**src/card_module_lifecycle_alarms_defines.svh**
```systemverilog
// Assertion macros used by the top-level RTL file.
`ifndef CARD_MODULE_LIFECYCLE_ALARMS_DEFINES_SVH
`define CARD_MODULE_LIFECYCLE_ALARMS_DEFINES_SVH

`ifndef SYNTHESIS
`define CMLA_ASSERT(lbl, prop) \
  lbl: assert property (@(posedge clk_i) disable iff (!rst_ni) prop) \
    else $error("cmla assertion failed");
`define CMLA_ASSERT_RST(lbl, prop) \
  lbl: assert property (@(posedge clk_i) prop) \
    else $error("cmla reset assertion failed");
`else
`define CMLA_ASSERT(lbl, prop)
`define CMLA_ASSERT_RST(lbl, prop)
`endif

`endif

```
**src/cmla_pkg.sv**
```systemverilog
package cmla_pkg;

  localparam int unsigned PORT_W       = 8;
  localparam int unsigned TIME_W       = 48;
  localparam int unsigned TYPE_W       = 8;
  localparam int unsigned DELAY_W      = 32;
  localparam int unsigned CFG_IDX_W    = 3;
  localparam int unsigned CFG_DATA_W   = 32;
  localparam int unsigned NUM_PORTS_DEF = 8;
  localparam logic [DELAY_W-1:0] INIT_DELAY_RST = 32'd1000;

  typedef enum logic [2:0] {
    LIFE_ABSENT      = 3'd0,
    LIFE_WAIT_PROV   = 3'd1,
    LIFE_WAIT_PARENT = 3'd2,
    LIFE_INIT        = 3'd3,
    LIFE_READY       = 3'd4,
    LIFE_MISMATCH    = 3'd5
  } life_e;

  typedef enum logic [2:0] {
    RSN_NONE         = 3'd0,
    RSN_NOT_EQUIPPED = 3'd1,
    RSN_MISMATCH     = 3'd2,
    RSN_NOT_PROV     = 3'd3,
    RSN_ADMIN_DOWN   = 3'd4,
    RSN_PARENT       = 3'd5,
    RSN_INIT         = 3'd6
  } rsn_e;

  typedef enum logic [1:0] {
    ALM_NONE     = 2'd0,
    ALM_MISSING  = 2'd1,
    ALM_MISMATCH = 2'd2
  } alm_e;

  typedef enum logic [CFG_IDX_W-1:0] {
    CFG_PROV_CARD   = 3'd0,
    CFG_CARD_ADMIN  = 3'd1,
    CFG_PROV_MODULE = 3'd2,
    CFG_MOD_ADMIN   = 3'd3,
    CFG_PORT_ADMIN  = 3'd4,
    CFG_CARD_DELAY  = 3'd5,
    CFG_MOD_DELAY   = 3'd6
  } cfg_idx_e;

  typedef struct packed {
    logic [TIME_W-1:0] now_time;
    logic [TYPE_W-1:0] card_type;
    logic [TYPE_W-1:0] module_type;
    logic [PORT_W-1:0] carrier;
  } in_word_t;

  typedef struct packed {
    logic [2:0]        card_life;
    logic [2:0]        card_reason;
    logic [2:0]        module_life;
    logic [2:0]        module_reason;
    logic              is_operational;
    logic              operational_changed;
    logic              deadline_valid;
    logic [TIME_W-1:0] first_deadline;
    logic [PORT_W-1:0] port_up_mask;
    logic [PORT_W-1:0] port_alarm_mask;
    logic [1:0]        card_alarm;
    logic [1:0]        module_alarm;
  } out_word_t;

  typedef struct packed {
    life_e life;
    rsn_e  reason;
    logic  compat;
    logic  pend;
  } life_stat_t;

  function automatic alm_e equip_alarm(logic [TYPE_W-1:0] prov, logic admin, life_e life);
    alm_e a;
    a = ALM_NONE;
    if (prov != '0 && admin) begin
      if (life == LIFE_MISMATCH) begin
        a = ALM_MISMATCH;
      end else if (life == LIFE_ABSENT) begin
        a = ALM_MISSING;
      end
    end
    return a;
  endfunction

endpackage

```
**src/cmla_life.sv**
```systemverilog
module cmla_life import cmla_pkg::*; (
  input  logic                clk_i,
  input  logic                rst_ni,
  input  logic                step_i,
  input  logic [TIME_W-1:0]   now_i,
  input  logic [TYPE_W-1:0]   equip_i,
  input  logic [TYPE_W-1:0]   prov_i,
  input  logic                admin_i,
  input  logic                parent_ok_i,
  input  logic [DELAY_W-1:0]  delay_i,
  output life_stat_t          stat_o,
  output logic [TIME_W-1:0]   deadline_o,
  output logic                ready_o
);

  life_e             life_q;
  logic              compat_q;
  logic [TIME_W-1:0] dl_q, dl_d;
  logic [TIME_W:0]   sum;
  logic [TIME_W-1:0] sat;
  logic [TIME_W-1:0] dl_adv;
  logic              fresh;
  logic              compat;

  assign compat = (equip_i == '0) || (prov_i == '0) || (equip_i == prov_i);
  assign sum    = {1'b0, now_i} + (TIME_W+1)'(delay_i);
  assign sat    = sum[TIME_W] ? '1 : sum[TIME_W-1:0];
  assign fresh  = (life_q != LIFE_INIT) && (life_q != LIFE_READY);
  assign dl_adv = fresh ? sat : dl_q;

  always_comb begin
    stat_o.compat = compat;
    stat_o.pend   = 1'b0;
    stat_o.life   = life_q;
    stat_o.reason = RSN_NONE;
    dl_d          = '0;
    if (equip_i == '0) begin
      stat_o.life   = LIFE_ABSENT;
      stat_o.reason = RSN_NOT_EQUIPPED;
    end else if (!compat) begin
      stat_o.life   = LIFE_MISMATCH;
      stat_o.reason = RSN_MISMATCH;
    end else if (prov_i == '0 || !admin_i) begin
      stat_o.life   = LIFE_WAIT_PROV;
      stat_o.reason = admin_i ? RSN_NOT_PROV : RSN_ADMIN_DOWN;
    end else if (!parent_ok_i) begin
      stat_o.life   = LIFE_WAIT_PARENT;
      stat_o.reason = RSN_PARENT;
    end else begin
      dl_d = dl_adv;
      if (life_q == LIFE_READY || now_i >= dl_adv) begin
        stat_o.life   = LIFE_READY;
        stat_o.reason = RSN_NONE;
      end else begin
        stat_o.life   = LIFE_INIT;
        stat_o.reason = RSN_INIT;
        stat_o.pend   = 1'b1;
      end
    end
  end

  assign deadline_o = dl_d;
  assign ready_o    = compat_q && (life_q == LIFE_READY);

  always_ff @(posedge clk_i or negedge rst_ni) begin
    if (!rst_ni) begin
      life_q   <= LIFE_ABSENT;
      compat_q <= 1'b0;
      dl_q     <= '0;
    end else if (step_i) begin
      life_q   <= stat_o.life;
      compat_q <= stat_o.compat;
      dl_q     <= dl_d;
    end
  end

endmodule

```
**src/card_module_lifecycle_alarms.sv**
```systemverilog
// Card and child-module lifecycle tracker with equipment and port link alarms. Each input
// word is one reconcile event (time, equipped card and module types, port carrier bits) and
// yields exactly one result word. The event sits in an input register while
// the card and module lifecycles, the 48-bit deadline add and compare, and the per-port
// latches are evaluated, and the result is captured in an output register. One word per cycle
// is sustained, limited only by the output stall. Configuration writes take effect at once
// and are meant to happen while no event is in flight.
`include "card_module_lifecycle_alarms_defines.svh"

module card_module_lifecycle_alarms import cmla_pkg::*; #(
  parameter int unsigned NUM_PORTS = NUM_PORTS_DEF
) (
  input  logic                  clk_i,
  input  logic                  rst_ni,
  input  logic                  in_valid_i,
  output logic                  in_stall_o,
  input  in_word_t              in_word_i,
  output logic                  out_valid_o,
  input  logic                  out_stall_i,
  output out_word_t             out_word_o,
  input  logic                  cfg_we_i,
  input  logic [CFG_IDX_W-1:0]  cfg_idx_i,
  input  logic [CFG_DATA_W-1:0] cfg_wdata_i
);

  localparam int unsigned NP = (NUM_PORTS < PORT_W) ? NUM_PORTS : PORT_W;

  logic [TYPE_W-1:0]  prov_card_q, prov_mod_q;
  logic               card_admin_q, mod_admin_q;
  logic [PORT_W-1:0]  port_admin_q;
  logic [DELAY_W-1:0] card_delay_q, mod_delay_q;

  logic      in_valid_q, out_valid_q, en, step, in_acc;
  in_word_t  in_q;
  out_word_t out_q, out_d;

  life_stat_t        card_st, mod_st;
  logic [TIME_W-1:0] card_dl, mod_dl;
  logic              card_rdy, mod_rdy;
  logic              was_op, now_op;

  logic [NP-1:0] seen_q, seen_d, latch_q, latch_d, up, alarm;
  logic [NP-1:0] adm, lnk;

  assign en         = !out_valid_q || !out_stall_i;
  assign step       = in_valid_q && en;
  assign in_stall_o = in_valid_q && !en;
  assign in_acc     = in_valid_i && !in_stall_o;

  always_ff @(posedge clk_i or negedge rst_ni) begin
    if (!rst_ni) begin
      prov_card_q  <= '0;
      card_admin_q <= 1'b0;
      prov_mod_q   <= '0;
      mod_admin_q  <= 1'b0;
      port_admin_q <= '0;
      card_delay_q <= INIT_DELAY_RST;
      mod_delay_q  <= INIT_DELAY_RST;
    end else if (cfg_we_i) begin
      unique case (cfg_idx_i)
        CFG_PROV_CARD:   prov_card_q  <= cfg_wdata_i[TYPE_W-1:0];
        CFG_CARD_ADMIN:  card_admin_q <= cfg_wdata_i[0];
        CFG_PROV_MODULE: prov_mod_q   <= cfg_wdata_i[TYPE_W-1:0];
        CFG_MOD_ADMIN:   mod_admin_q  <= cfg_wdata_i[0];
        CFG_PORT_ADMIN:  port_admin_q <= cfg_wdata_i[PORT_W-1:0];
        CFG_CARD_DELAY:  card_delay_q <= cfg_wdata_i[DELAY_W-1:0];
        CFG_MOD_DELAY:   mod_delay_q  <= cfg_wdata_i[DELAY_W-1:0];
        default: ;
      endcase
    end
  end

  cmla_life u_card (
    .clk_i      (clk_i),
    .rst_ni     (rst_ni),
    .step_i     (step),
    .now_i      (in_q.now_time),
    .equip_i    (in_q.card_type),
    .prov_i     (prov_card_q),
    .admin_i    (card_admin_q),
    .parent_ok_i(1'b1),
    .delay_i    (card_delay_q),
    .stat_o     (card_st),
    .deadline_o (card_dl),
    .ready_o    (card_rdy)
  );

  cmla_life u_module (
    .clk_i      (clk_i),
    .rst_ni     (rst_ni),
    .step_i     (step),
    .now_i      (in_q.now_time),
    .equip_i    (in_q.module_type),
    .prov_i     (prov_mod_q),
    .admin_i    (mod_admin_q),
    .parent_ok_i(card_st.life == LIFE_READY),
    .delay_i    (mod_delay_q),
    .stat_o     (mod_st),
    .deadline_o (mod_dl),
    .ready_o    (mod_rdy)
  );

  assign was_op = (prov_card_q != '0) && (prov_mod_q != '0) && card_admin_q && mod_admin_q &&
                  card_rdy && mod_rdy;
  assign now_op = (prov_card_q != '0) && (prov_mod_q != '0) && card_admin_q && mod_admin_q &&
                  card_st.compat && mod_st.compat &&
                  (card_st.life == LIFE_READY) && (mod_st.life == LIFE_READY);

  assign adm = port_admin_q[NP-1:0];
  assign lnk = in_q.carrier[NP-1:0];

  always_comb begin
    seen_d  = seen_q;
    latch_d = latch_q;
    up      = '0;
    alarm   = '0;
    for (int i = 0; i < NP; i++) begin
      up[i] = now_op && adm[i] && lnk[i];
      if (!adm[i]) begin
        seen_d[i]  = 1'b0;
        latch_d[i] = 1'b0;
      end else if (up[i]) begin
        seen_d[i]  = 1'b1;
        latch_d[i] = 1'b0;
      end else if (now_op && seen_q[i]) begin
        latch_d[i] = 1'b1;
      end
      alarm[i] = now_op && latch_d[i];
    end
  end

  always_comb begin
    out_d.card_life           = card_st.life;
    out_d.card_reason         = card_st.reason;
    out_d.module_life         = mod_st.life;
    out_d.module_reason       = mod_st.reason;
    out_d.is_operational      = now_op;
    out_d.operational_changed = now_op != was_op;
    out_d.deadline_valid      = card_st.pend || mod_st.pend;
    if (card_st.pend && (!mod_st.pend || card_dl <= mod_dl)) begin
      out_d.first_deadline = card_dl;
    end else if (mod_st.pend) begin
      out_d.first_deadline = mod_dl;
    end else begin
      out_d.first_deadline = '0;
    end
    out_d.port_up_mask    = PORT_W'(up);
    out_d.port_alarm_mask = PORT_W'(alarm);
    out_d.card_alarm      = equip_alarm(prov_card_q, card_admin_q, card_st.life);
    out_d.module_alarm    = equip_alarm(prov_mod_q, mod_admin_q, mod_st.life);
  end

  always_ff @(posedge clk_i or negedge rst_ni) begin
    if (!rst_ni) begin
      in_valid_q  <= 1'b0;
      out_valid_q <= 1'b0;
      seen_q      <= '0;
      latch_q     <= '0;
    end else begin
      if (!in_stall_o) begin
        in_valid_q <= in_valid_i;
      end
      if (en) begin
        out_valid_q <= in_valid_q;
      end
      if (step) begin
        seen_q  <= seen_d;
        latch_q <= latch_d;
      end
    end
  end

  always_ff @(posedge clk_i) begin
    if (in_acc) begin
      in_q <= in_word_i;
    end
    if (step) begin
      out_q <= out_d;
    end
  end

  assign out_valid_o = out_valid_q;
  assign out_word_o  = out_q;

  `CMLA_ASSERT(a_op_card, out_valid_q && out_q.is_operational |-> out_q.card_life == LIFE_READY)
  `CMLA_ASSERT(a_op_mod, out_valid_q && out_q.is_operational |-> out_q.module_life == LIFE_READY)
  `CMLA_ASSERT(a_dl_zero, out_valid_q && !out_q.deadline_valid |-> out_q.first_deadline == '0)
  `CMLA_ASSERT(a_up_alarm, out_valid_q |-> (out_q.port_up_mask & out_q.port_alarm_mask) == '0)
  `CMLA_ASSERT(a_out_src, $rose(out_valid_q) |-> $past(in_valid_q))
  `CMLA_ASSERT_RST(a_stall_empty, !in_valid_q |-> !in_stall_o)

endmodule
```
**config.mk**
```make
export PLATFORM = sky130hd
export DESIGN_NAME = card_module_lifecycle_alarms
export DESIGN_NICKNAME = d
export VERILOG_FILES = /design/src/cmla_pkg.sv /design/src/cmla_life.sv /design/src/card_module_lifecycle_alarms.sv
export VERILOG_INCLUDE_DIRS = /design/src /design/src/src
export SDC_FILE = /design/constraint.sdc
export NUM_CORES = 1
export LEC_CHECK = 0
export ABC_CLOCK_PERIOD_IN_PS = 7700
export BUFFER_PORTS_ARGS = -buffer_cell sky130_fd_sc_hd__clkbuf_2
export CORE_UTILIZATION = 35
export DETAILED_ROUTE_END_ITERATION = 8
export GPL_TIMING_DRIVEN = 0
export PLACE_DENSITY_LB_ADDON = 0.12
export SYNTH_ARGS = -nofsm -noshare
export SYNTH_HDL_FRONTEND = slang
export SYNTH_SLANG_ARGS = --single-unit
```
**constraint.sdc**
```tcl
create_clock -name clk_i -period 7.7 [get_ports clk_i]
set_clock_uncertainty 0.15 [all_clocks]
set_input_delay 0.385 -clock clk_i [delete_from_list [all_inputs] [get_ports clk_i]]
set_output_delay 0.385 -clock clk_i [all_outputs]
set_load 0.03 [all_outputs]
```
Word-level counts from Yosys, hierarchy flattened
Index checks and enable logic that the tools add are counted.

cells by class
  reductions and logical operators = 97
  equality and inequality tests = 27
  multiplexer cells = 77
  $add $sub $neg = 2
  magnitude comparators = 3
  bitwise operators = 4

operators with widths
  operator              count
  $mux W48              13
  $add A48 B32 Y49      2
  $ge A48 B48 Y1        2
  $mux W6               9
  $logic_and A1 B1 Y1   51
  $mux W1               51
  $le A48 B48 Y1        1
  $logic_not A8 Y1      4
  $reduce_and A2 Y1     15
  $eq A3 B3 Y1 const B  9
  $eq A8 B8 Y1          2
  $ne A2 B1 Y1 const B  8
  $reduce_bool A8 Y1    2
  $logic_or A1 B1 Y1    11
  $logic_not A3 Y1      3
  $reduce_or A2 Y1      4
  $logic_not A1 Y1      7
  $eq A3 B2 Y1 const B  2
  $mux W3               2
  $ne A3 B2 Y1 const B  2
  $ne A3 B3 Y1 const B  2
  $mux W2               2
  $not A1 Y1            4
  $eq A3 B1 Y1 const B  1
  $ne A1 B1 Y1          1

word-level totals
  flip-flop bits (word level) = 367
  word-level logic and storage cells = 254
  bits of input ports = 112
  output and inout bits = 85

Depth between registers and ports, before layout
  depth after elaboration = 21
  depth in mapped cells = 24
  gate-level depth less buffers = 22

Hierarchy
A second synthesis with hierarchy kept.

second synthesis, totals
  cell total of the unflattened synthesis = 2235
  area total of the unflattened synthesis = 23268.6 um^2

modules (own cells, without submodules)
  module                        seq. area each (um^2)  area each (um^2)  cells each  instances
  card_module_lifecycle_alarms  7372.1                 10936.7           735         1
  cmla_life (u_card)            1301.2                 6203.4            755         1
  cmla_life (u_module)          1301.2                 6128.4            745         1

Worst setup path before layout
No wires, ideal clock.

  kind = reg2reg
  from = register in_q[24] (netlist name)
  to = register out_q, in the netlist out_word_o[47] (data pin)
  arrival = 4.928 ns
  library setup time = 0.274 ns
  period minus slack after synthesis = 5.352 ns
  setup slack = 2.348 ns
  cell stages (with the launch flop) = 23
  data required time = 7.276 ns
  buffers on the path = 3
  cell sequence = edfxtp_1 ha_1 fa_1 a211oi_1 o21bai_1 a2bb2oi_1 o21ai_0 a31oi_1 o21ai_1 clkbuf_1 a21o_1 a22oi_1 ha_1 o21ai_0 nor2_1 o311ai_0 o211ai_1 a211o_2 nand3b_1 or2_2 clkbuf_1 clkbuf_1 o22ai_1

RTL lines
  item                      line                                 source
  start: declaration        card_module_lifecycle_alarms.sv:34   in_word_t in_q;
  start signal: assignment  card_module_lifecycle_alarms.sv:175  in_q <= in_word_i;
  end signal: assignment    card_module_lifecycle_alarms.sv:178  out_q <= out_d;
  end: declaration          card_module_lifecycle_alarms.sv:35   out_word_t out_q, out_d;

==> impl_metrics.tcl <==
set metrics [dict create \
    cp-start-kind "flop" \
    layout.nets 2675 \
    cell_internal_pwr_uw 4530 \
    synthToLayoutAreaGrowth_pct 22.7 \
    yosysTopAreaCell "dfrtp_1" \
    synthesis.nets 2326 \
    grt_pass1_vias 17900 \
    slew_headroom_pct 21.8 \
    synth_edf_count 155 \
    antenna_found_initial 0 \
    drt_iter0_drc 1316 \
    drt_first_pass_iters 7 \
    cp.required_ns 7.88 \
    swShare_pct 36.6 \
    worst_slew_pin_slew_ns 1.17 \
    io_buffers 194 \
    grt_first_pass_wirelength_um 113000 \
    root_buffer "clkbuf_16" \
    period_share_pct 97.3 \
    drv_cap 0 \
    fp-row-count 89 \
    cts_buffers 45 \
    htree_levels 2 \
    place_hpwl_um 57700 \
    p_comb_share_pct 34.2 \
    endpoint_kind "flop" \
    wl_per_cell_um 23.8 \
    outcome "finished with violations" \
    clock_sinks 367 \
    synth_area_leaders "dfrtp_1, edfxtp_1, ha_1" \
    final_common_cell "nand2_1" \
    worstPathArrival_ns 7.67 \
    ios 197 \
    viasPerCell 5.63 \
    clk_pin_slew_ns 0.06 \
    overflow 0 \
    clkPwrFrac_pct 31.7 \
    max_freq_mhz 134 \
    syn_area_um2 21100 \
    violations "design-rule violations" \
    clk_path_buf_depth 3 \
    p_sw_uw 2620 \
    holdCritPathClass "in -> reg" \
    period_minus_slack_ns 7.49 \
    clock_latency_ns 0.61 \
    p_leak_uw 0.0108 \
    p_seq_share_pct 34.1 \
    n_antenna_cell 0 \
    rsz0062_at_grt "false" \
    dieArea_um2 61400 \
    most-common-layout-cells "nand2_1, clkbuf_2, dfrtp_1, ha_1, edfxtp_1" \
    syn_inst 2052 \
    drc_errors 9 \
    vias 18100 \
    path_class "reg -> reg" \
    gp_congestion 0.929 \
    ir_drop_v 0.000159 \
    slew_viol_final 0 \
    n_fill_cell 5737 \
    setup_violations 0 \
    final_layout_size_suffix_gt1_share_pct 18.5 \
    ant_nets 0 \
    grt_start_max_net_pins 92 \
    coreArea_um2 59400 \
    synth_seq_cells 367 \
    syn_avg_cell_area_um2 10.3 \
    grt_usage_pct 24.7 \
    async_reset_ff_share_pct 57.8 \
    totalPowerFinal_uw 7150 \
    ys_types 79 \
    yosysTopAreaCellShare_pct 23.7 \
    finalHoldViolations 0 \
    routed_wl_um 76300 \
    start_util_pct 35.6 \
    p_per_area_nw_per_um2 276 \
    worst-path-max-fanout 10 \
    final_core_util_pct 43.7 \
    dieWidth_um 248 \
    die_y_um 248 \
    ys_seq_area_share_pct 47.2 \
    cts_tree "yes" \
    ys.warnings.count 0 \
    yosys_most_used_dff "dfrtp_1" \
]
## registers in the layout, summed over array words and instances, names as in the netlist, 3 cells and up
signal,flops
prov_card_q,8
mod_delay_q,32
u_module.life_q,3
in_q,64
card_delay_q,32
prov_mod_q,8
u_card.life_q,3
out_word_o,83
u_module.dl_q,48
latch_q,8
lnk,8
u_card.dl_q,48
adm,8
seen_q,8
## cells by family after synthesis
logic type               after synthesis  share of synthesized area, %
AO/OA/AOI/OAI                        628                          19.2
XOR/XNOR                              85                          3.52
adder cells (fa/ha/maj)              162                          9.66
buffers and inverters                119                          2.27
flip-flops                           367                          47.2
multiplexers                          91                          4.85
AND/OR/NAND/NOR                      600                          13.3
## timing repair
action / CTS / global route
buffers inserted: 0 / 0
hold endpoints to repair: 222 / 0
hold buffers: 103 / 0
endpoints found under the setup margin: 135 / 76
resized for setup: 17 / 14
## Yosys cell counts (7+ instances only)
| library cell | number |
|---|---|
| nor3_1 | 48 |
| nor2b_1 | 16 |
| dfstp_2 | 12 |
| o31ai_1 | 13 |
| nand4_1 | 29 |
| nor2_1 | 120 |
| o211ai_1 | 24 |
| o32ai_1 | 8 |
| mux2_2 | 91 |
| o21ai_0 | 146 |
| a211oi_1 | 16 |
| a21boi_0 | 7 |
| a21oi_1 | 117 |
| o2bb2ai_1 | 9 |
| inv_1 | 24 |
| o21a_1 | 19 |
| o22ai_1 | 106 |
| ha_1 | 160 |
| o21ai_1 | 9 |
| nand2_1 | 223 |
| nor4_1 | 16 |
| buf_2 | 11 |
| nand2b_1 | 8 |
| dfrtp_1 | 200 |
| and3_1 | 27 |
| xnor2_1 | 44 |
| edfxtp_1 | 155 |
| or2_2 | 21 |
| nand3_1 | 47 |
| and2_1 | 15 |
| clkbuf_1 | 77 |
| a21o_1 | 36 |
| o21bai_1 | 10 |
| a31oi_1 | 31 |
| xor2_1 | 41 |
## power by group through the flow
stage,clock [uW],combinational [uW],sequential (uW)
final,2260,2450,2440
after detailed placement,0,2360,2480
after global routing,2390,2690,2460
after global placement,0,2320,2480
after floorplan,0,1560,2470
after CTS,2330,2430,2440
## area by class of cell
type                    instances  area, um2  area share, %
plain buffers                  93        403           1.55
clock buffers                  57       1240           4.79
clock inverters                27        344           1.33
inverters                      25       93.8          0.362
multi-input cells            1566      10800           41.5
flip-flops and latches        367       9970           38.5
well taps                     773        967           3.73
repair buffers                303       2150           8.28
## per-layer routing
| layer | vias to the layer above | wire (um) | track usage (%) |
|---|---|---|---|
| met2 | 494 | 35700 | 40.3 |
| met4 | 0 | 2210 | 7.51 |
| met5 | - | 0 | 0 |
| met1 | 8980 | 34700 | 33.7 |
| met3 | 116 | 3760 | 3.69 |
| li1 | 8484 | - | - |
## critical path: stages (launching register included)
cell and delay [ns]:
edfxtp_1 0.44, ha_1 0.25, fa_1 0.26, a211oi_1 0.09, o21bai_1 0.33, a2bb2oi_2 0.16, o21ai_2 0.40, a31oi_2 0.28
o31ai_4 0.49, buf_4 0.35, buf_4 0.32, o22ai_1 0.24, ha_1 0.36, a2111o_1 0.37, a211oi_1 0.36, o211ai_1 0.30
a211o_2 0.49, or2_2 0.31, clkbuf_1 0.22, clkbuf_2 0.34, clkbuf_4 0.34, o32ai_2 0.34
## worst paths after layout
check,start,endpoint,slack (ns),depth (start not counted)
min reg2reg,u_card.dl_q[40]$_DFFE_PN0P_,u_card.dl_q[40]$_DFFE_PN0P_,0.32,2
max reg2reg,in_q[24]$_DFFE_PP_,out_word_o[30]$_DFFE_PP_,0.21,21
max,in_q[24]$_DFFE_PP_,out_word_o[30]$_DFFE_PP_,0.21,21
min in group asynchronous,rst_ni,card_delay_q[21]$_DFFE_PN0P_,0.13,2
max in group asynchronous,rst_ni,u_module.dl_q[38]$_DFFE_PN0P_,5.97,4
min,cfg_wdata_i[3],prov_mod_q[3]$_DFFE_PN0P_,0.05,2
## metrics by stage
stage / area, um2 / std cells / hold WS [ns] / setup TNS, ns / worst slack [ns]
5_1_grt: 25900 / 3211 / 0.0293 / 0 / 0.0322
6_report: 25900 / 3211 / 0.0464 / 0 / 0.212
4_1_cts: 25900 / 3211 / 0.0159 / 0 / 0.0856
3_3_place_gp: 23100 / 3019 / 0.294 / -124.29 / -1.82
2_1_floorplan: 21100 / 2052 / -0.0606 / 0 / 2.35
3_5_place_dp: 23200 / 3025 / 0.187 / -113.43 / -1.70
Power figures use the tool's default switching activity.
